--- config.mk ---
export PLATFORM = sky130hd
export DESIGN_NAME = tss_div
export DESIGN_NICKNAME = d
export VERILOG_FILES = /design/src/sv/tss_div.sv
export SDC_FILE = /design/constraint.sdc
export NUM_CORES = 1
export LEC_CHECK = 0
export BUFFER_PORTS_ARGS = -buffer_cell sky130_fd_sc_hd__buf_2
export CAP_MARGIN = 20
export CORE_MARGIN = 2
export CORE_UTILIZATION = 30
export DETAILED_ROUTE_END_ITERATION = 16
export PLACE_DENSITY_LB_ADDON = 0.2
export SLEW_MARGIN = 25
export SYNTH_ARGS = -nofsm -noshare
export SYNTH_HDL_FRONTEND = slang
export SYNTH_SLANG_ARGS = --single-unit
--- constraint.sdc ---
create_clock -name clk -period 5.35 [get_ports clk]
set_clock_uncertainty 0.15 [all_clocks]
set_input_delay 1.3375 -clock clk [delete_from_list [all_inputs] [get_ports clk]]
set_output_delay 1.3375 -clock clk [all_outputs]
set_load 0.02 [all_outputs]
--- src/sv/tss_div.sv ---
`timescale 1ns / 1ps
// ----------------------------------------------------------------------------
// tss_div
// Restoring divider, one quotient bit per cycle, for sleep durations.
// ----------------------------------------------------------------------------
module tss_div (
  input  logic        clk,
  input  logic        rst,
  input  logic        start,
  input  logic [19:0] dividend,
  input  logic [9:0]  divisor,
  output logic        done,
  output logic [19:0] quotient
);

  logic        busy;
  logic [4:0]  step;
  logic [9:0]  rem;
  logic [19:0] quo;
  logic [9:0]  dvs;
  logic [10:0] shifted;
  logic [11:0] diff;
  logic        ge;

  // Shift in the next dividend bit and trial-subtract
  always_comb begin
    shifted = {rem, quo[19]};
    diff    = {1'b0, shifted} - {2'b00, dvs};
    ge      = ~diff[11];
  end

  // Control
  always_ff @(posedge clk) begin
    if (rst) begin
      busy <= 1'b0;
      done <= 1'b0;
      step <= '0;
    end else begin
      done <= busy && (step == 5'd19);
      if (start) begin
        busy <= 1'b1;
        step <= '0;
      end else if (busy) begin
        step <= step + 5'd1;
        if (step == 5'd19) begin
          busy <= 1'b0;
        end
      end
    end
  end

  // Datapath; a zero divisor divides as one
  always_ff @(posedge clk) begin
    if (start) begin
      dvs <= (divisor == '0) ? 10'd1 : divisor;
      quo <= dividend;
      rem <= '0;
    end else if (busy) begin
      rem <= ge ? diff[9:0] : shifted[9:0];
      quo <= {quo[18:0], ge};
    end
  end

  assign quotient = quo;

endmodule
### Word-level counts from Yosys, hierarchy flattened

Cells that the tools add are included.

* mux-type cells: 6
* bitwise logic cells: 1
* add/sub/neg operators: 2
* reductions and logical operators: 4
* equality and inequality tests: 1

Operators with widths (number)
* $mux W20: 2
* $sub A11 B10 Y12: 1
* $logic_not A10 Y1: 1
* $mux W10: 1
* $add A5 B1 Y5 const B: 1
* $eq A5 B5 Y1 const B: 1
* $mux W1: 3
* $reduce_bool A2 Y1: 1
* $reduce_or A2 Y1: 1
* $logic_and A1 B1 Y1: 1
* $not A1 Y1: 1

* flip-flop bits (word level): 47
* word-level logic and storage cells: 20
* input port bits: 33

### Longest topological paths before layout

Gate-level depths: netlist of run 1.

* depth after elaboration: 4
* depth in mapped cells: 10
* depth with buffers taken out: 10

### Worst setup path before layout of run 1

No wires, ideal clock.

* kind: input-to-reg
* from: input port start
* to: register quo[10] (netlist: quotient[10]), data pin
* arrival time: 2.259 ns
* library setup time: 0.260 ns
* stages on the path: 3
* path buffers: 2
* slack: 2.681 ns
* path through: clkbuf_1 > clkbuf_1 > mux2_2

* word-level cells in the longest chain between the ends: 1

Ends and longest elaborated chain
* start, declared: line 9 `input logic start,`
* $mux W20: line 54 `if (start) begin`
* end signal, assigned: line 56 `quo <= dividend;`
* end signal, assigned: line 60 `quo <= {quo[18:0], ge};`
* end, declared: line 19 `logic [19:0] quo;`

Every way passes these cells.
A chain may end at the register's enable or synchronous reset.

### Worst setup path after layout of run 1

* from: input port start
* to: register quo[14] (netlist: quotient[14]) (enable)

* word-level cells in the longest chain between the ends: 1

Ends and longest elaborated chain
* $reduce_bool A2 Y1 (no source line)

Every way passes these cells.

==> results of run 1 <==
## cells by family (layout without fill, tap and decap cells)
kind of cell / Yosys count / in the layout / synth area share
DFF: 47 / 47 / 0.5302
and+or+nand+nor: 44 / 44 / 0.1016
buffers and inverters: 31 / 77 / 0.05291
AOI/OAI and AO/OA: 27 / 27 / 0.08552
muxes: 26 / 26 / 0.1213
adders and majority gates: 12 / 12 / 0.06734
xor gates and xnor gates: 11 / 11 / 0.04115
## power breakdown
group	total [µW]	switching [µW]	internal [µW]	leakage [µW]
clock network	208	116	91.4	0.0000412
registers	438	18.1	420	0.000438
logic	159	87.4	71.2	0.000690
total	804	222	582	0.00117
## worst reg2reg max path: stages (launching register included)
cell and delay [ns]:
edfxtp_1 0.34, inv_1 0.04, ha_1 0.35, a21o_1 0.20, a221o_1 0.32, and2_4 0.18
nor4_4 0.70, mux2i_1 0.27, a211oi_1 0.08
## cells in the mapped netlist, types with 2 or more instances
library cell  count
a31oi_1           2
a211oi_1          5
nor2_1           14
nor4_1            2
o21ai_0           3
mux2i_1           7
a21o_1            2
nand3_1           2
nor2b_1           2
dfxtp_1          17
a32oi_1           2
edfxtp_1         30
xnor2_1           4
nor3_1            9
inv_1            15
clkbuf_1         15
nand2_1           5
a21oi_1           3
mux2_2           19
xor2_1            7
nand4_1           3
ha_1             11
## layer usage
metal / global-route usage / share of wire / vias to the layer above
met1: 0.1360 / 0.46 / 736
met4: 0.03358 / 0.011 / 0
met5: 0 / 0 / -
met2: 0.1734 / 0.50 / 23
met3: 0.02441 / 0.032 / 5
li1: - / - / 805
## worst min path at each step
| stage | start | cells after the start | slack (ns) | end |
|---|---|---|---|---|
| finish | rem[1] | 2 | 0.36 | rem[1] |
| global route | rem[6] | 2 | 0.38 | rem[6] |
| CTS | rem[1] | 2 | 0.37 | rem[1] |
| detailed placement | rem[1] | 2 | 0.35 | rem[1] |
| global placement | rem[3] | 2 | 0.35 | rem[3] |
| floorplan | rem[8] | 2 | 0.31 | rem[8] |
## through the flow
step,setup slack [ns],util,hold slack (ns),power [µW]
detailed placement,2.091,0.3496,0.3528,607.1
CTS,2.444,0.3608,0.3655,817.1
global placement,2.134,0.3496,0.3480,606.8
finish,2.442,0.3608,0.3610,804.0
global route,2.312,0.3608,0.3822,853.1
floorplan,2.681,-,0.3105,560.0
## state kept, by name, indices dropped and copies added (netlist names)
name and count:
quotient 20, busy 1, rem 10, step 5, done 1, dvs 10
## layout make-up
class	count	area, µm²	share of cell area
well taps	102	127.6	0.04626
inverters	15	56.30	0.02041
multi-input cells	120	975.9	0.3537
clock inverters	2	12.51	0.004535
clock buffers	6	72.57	0.02630
flip-flops and latches	47	1241	0.4499
repair buffers	54	272.8	0.09887
==> results.yml, run 1 <==
logic_synthesis:
  synth_top_area_cell: "edfxtp_1"
  synthesis.area_um2: 2341
  ys_types: 41
  syn_inst: 198
  yosysSeqAreaShare: 0.5302
  syn_nets: 243
  synthArstFlopShare: 0
  ys_seq_elements: 47
  netlist_top_cells_area: "edfxtp_1 (38%), dfxtp_1 (15%), mux2_2 (9.1%), ha_1 (5.9%), mux2i_1 (3.0%)"
  ys.flop_type: "edfxtp_1"
  synth.top_cell.area_share: 0.3848
  synth_edf_count: 30
  synth_warnings: 0
  syn_area_per_cell_um2: 11.82
floorplanning:
  std_cell_rows: 32
  core-area_um2: 7647
  fp.dieArea_um2: 8526
  die_x_um: 92.34
  ioPinCount: 54
  initial_utilization: 0.3061
  fp.dieH_um: 92.34
timing:
  report.final.slew_viol_count: 0
  tightestPinTransition_ns: 0.8361
  slew_headroom: 0.4384
  fin_setup_tns_ns: 0
  fmax_mhz: 343.8
  hold_viol: 0
  period_share: 0.5436
  finalSetupViolations: 0
  fin_crit_ns: 2.908
  rsz0062_at_grt: "no"
clock_network:
  cts_buffers: 5
  hold_buffers: 0
  post_cts_buffers: 0
  root_buffer: "clkbuf_8"
  ctsLongestPathBuffers: 2
  cts_tree: "built"
  ctsResizeCount: 0
  htreeDepth: 2
  cts.clk_slew.worst_paths_ns: 0.08
  clock-sinks: 47
  insertion_delay_ns: 0.30
setup_path:
  r2r-end: "rem[5]"
  worstSetupEndpoint: "quotient[14]"
  worstPathArrival_ns: 2.69
  startpoint_type: "primary input"
  cp_top_family: "buffers and inverters"
  worstReg2RegStart: "dvs[6]"
  crit_buf_inv: 3
  end_kind: "flop"
  crit_chain: "buf_2, buf_4, nor2_1, inv_1"
  worst-r2r-cell-count: 8
  ff2ff_setup_slack_ns: 2.56
  criticalPathCategory: "in2reg"
  cp_max_fo: 44
  crit_start: "start"
  crit_slowest_cell: "inv_1"
  worst_ep_required_time_ns: 5.13
  path_depth: 4
  cp_slowest_stage_delay_ns: 0.65
final_layout:
  final_area_um2: 2759
  layout-drive-gt1-share: 0.3443
  final_common_cell: "buf_2"
  num-fill-cells: 772
  syn2layout_area_growth_pct: 17.85
  layout.cells.non_filler: 346
  final_nets: 288
  mostFrequentLayoutCells: "buf_2 (53), edfxtp_1 (30), mux2_2 (19)"
  diodes: 0
detailed_routing:
  drt_iter0_markers: 75
  antenna_left: 0
  wirelength_um: 4257
  dr_total_vias: 1569
  route.detailed.wl_per_inst_um: 12.30
  via_per_inst: 4.535
  drtPass1Iterations: 4
  drc_errors: 0
placed_design:
  hpwl_um: 3055
  numPlacedInstances: 338
  post_dp_cell_area_um2: 2674
  place.port_buffers: 53
  place_congestion: 0.7297
global_routing:
  grt_pass1_vias: 1503
  grt_start_max_net_pins: 45
  grt-ovfl-total: 0
  grt_first_pass_wirelength_um: 7051
  grt_usage: 0.1049
  antenna_found_initial: 0
power:
  p_leak_uw: 0.001170
  ir_worst_vdd_uv: 140.9
  p_per_area_nw_per_um2: 291.4
hold_path:
  min_path_type: "reg2reg"
run_status:
  status: "finished clean"
flow_run:
  max_cap_violations: 0
(Power assumes the default switching activity.)
==> run 2: changes to the inputs <==
Clock period 5.35 ns to 2.7 ns, I/O delays scaled along.
==> run 2 against run 1 <==
Net effect:
- routed wire length increased by 3.5%
- non-clock buffer count increased by 3
- hold slack improved by 0.0093 ns
- count of clock-buffer cells in the layout unchanged
- combinational power increased by 110%
- sequential cell count unchanged
- critical path type is now reg2reg
- largest cell class unchanged
==> results.yml, run 2 (synthesis results as in run 1) <==
run_status:
  status: "finished clean"
placed_design:
  post_dp_cell_area_um2: 2709
  place.port_buffers: 53
  numPlacedInstances: 341
  hpwl_um: 3218
  place_congestion: 0.8180
  dpl_worst_slack_ns: 0.2889
setup_path:
  startpoint_type: "flop"
  end_kind: "flop"
  r2r-end: "rem[5]"
  worst_ep_required_time_ns: 2.77
  worstSetupEndpoint: "rem[5]"
  worstReg2RegStart: "rem[5]"
  worst-r2r-cell-count: 8
  crit_start: "rem[5]"
  ff2ff_setup_slack_ns: 0.25
  cp_max_fo: 13
  criticalPathCategory: "reg2reg"
  worstPathArrival_ns: 2.52
final_layout:
  final_common_cell: "buf_2"
  layout-drive-gt1-share: 0.3563
  num-fill-cells: 751
  diodes: 0
  final_area_um2: 2830
  largest_register_ffs: 20
  layout.cells.non_filler: 349
  mostFrequentLayoutCells: "buf_2 (53), edfxtp_1 (30), mux2_2 (19)"
  final_nets: 291
  syn2layout_area_growth_pct: 20.90
global_routing:
  grt_start_max_net_pins: 37
  grt_first_pass_wirelength_um: 6975
  grt_pass1_vias: 1472
  grt_usage: 0.1046
  grt-ovfl-total: 0
  antenna_found_initial: 0
floorplanning:
  core-area_um2: 7647
  fp.dieH_um: 92.34
  ioPinCount: 54
  initial_utilization: 0.3061
  std_cell_rows: 32
  die_x_um: 92.34
  fp.dieArea_um2: 8526
timing:
  fin_crit_ns: 2.454
  fin_ws_ns: 0.2461
  report.final.slew_viol_count: 0
  fmax_mhz: 407.5
  rsz0062_at_grt: "no"
  tightestPinTransition_ns: 0.4390
  fin_setup_tns_ns: 0
  finalSetupViolations: 0
  hold_viol: 0
  slew_headroom: 0.7068
  period_share: 0.9088
detailed_routing:
  drt_iter0_markers: 101
  antenna_left: 0
  via_per_inst: 4.590
  drtPass1Iterations: 4
  dr_total_vias: 1602
  wirelength_um: 4405
  route.detailed.wl_per_inst_um: 12.62
  drc_errors: 0
flow_run:
  max_cap_violations: 0
hold_path:
  hold_start: "rem[6]"
  min_path_type: "reg2reg"
power:
  report.power.total_uw: 1752
  ir_worst_vdd_uv: 222.8
  p_leak_uw: 0.001209
  p_per_area_nw_per_um2: 619.1
clock_network:
  hold_buffers: 0
  post_cts_buffers: 0
  root_buffer: "clkbuf_8"
  cts_buffers: 5
  htreeDepth: 2
  cts.clk_slew.worst_paths_ns: 0.09
  clock-sinks: 47
  ctsResizeCount: 0
  insertion_delay_ns: 0.31
  cts_tree: "built"
  ctsLongestPathBuffers: 2
[run 2: final cells by class]
cell class / count / area [µm²] / share of cell area
clock buffers: 6 / 82.58 / 0.02918
clock inverters: 2 / 38.79 / 0.01370
inverters: 15 / 56.30 / 0.01989
multi-input cells: 120 / 975.9 / 0.3448
flip-flops and latches: 47 / 1241 / 0.4386
well taps: 102 / 127.6 / 0.04509
repair buffers: 57 / 307.8 / 0.1088
[run 2: critical path, stage by stage, from the launching register on]
cell and delay, ns:
dfxtp_1 0.35, ha_1 0.39, a21o_1 0.21, a221o_1 0.31, and2_4 0.17, nor4_4 0.19, buf_4 0.24, mux2i_1 0.09
a211oi_1 0.25
[run 2: power breakdown]
| part | internal (µW) | switching, µW |
|---|---|---|
| Combinational | 147 | 181 |
| Sequential | 831 | 32.7 |
| Clock | 305 | 256 |
[run 2: worst min path at each step]
stage | slack (ns) | endpoint | depth (start not counted)
after floorplan | 0.31 | rem[8] | 2
after global placement | 0.35 | rem[5] | 2
after detailed placement | 0.35 | rem[8] | 2
after CTS | 0.37 | rem[6] | 2
after global routing | 0.40 | rem[3] | 2
final | 0.37 | rem[6] | 2
[run 2: layer usage]
layer | GRT usage | vias up | share of wire
met2 | 0.1673 | 33 | 0.47
met3 | 0.02522 | 5 | 0.035
li1 | - | 809 | -
met4 | 0.04104 | 0 | 0.017
met5 | 0 | - | 0
met1 | 0.1367 | 755 | 0.47
[run 2: through the flow]
| step | util | hold slack (ns) |
|---|---|---|
| final | 0.3701 | 0.3703 |
| after global routing | 0.3701 | 0.3989 |
| after CTS | 0.3701 | 0.3733 |
| after detailed placement | 0.3542 | 0.3488 |
| after global placement | 0.3542 | 0.3542 |
| after floorplan | - | 0.3105 |
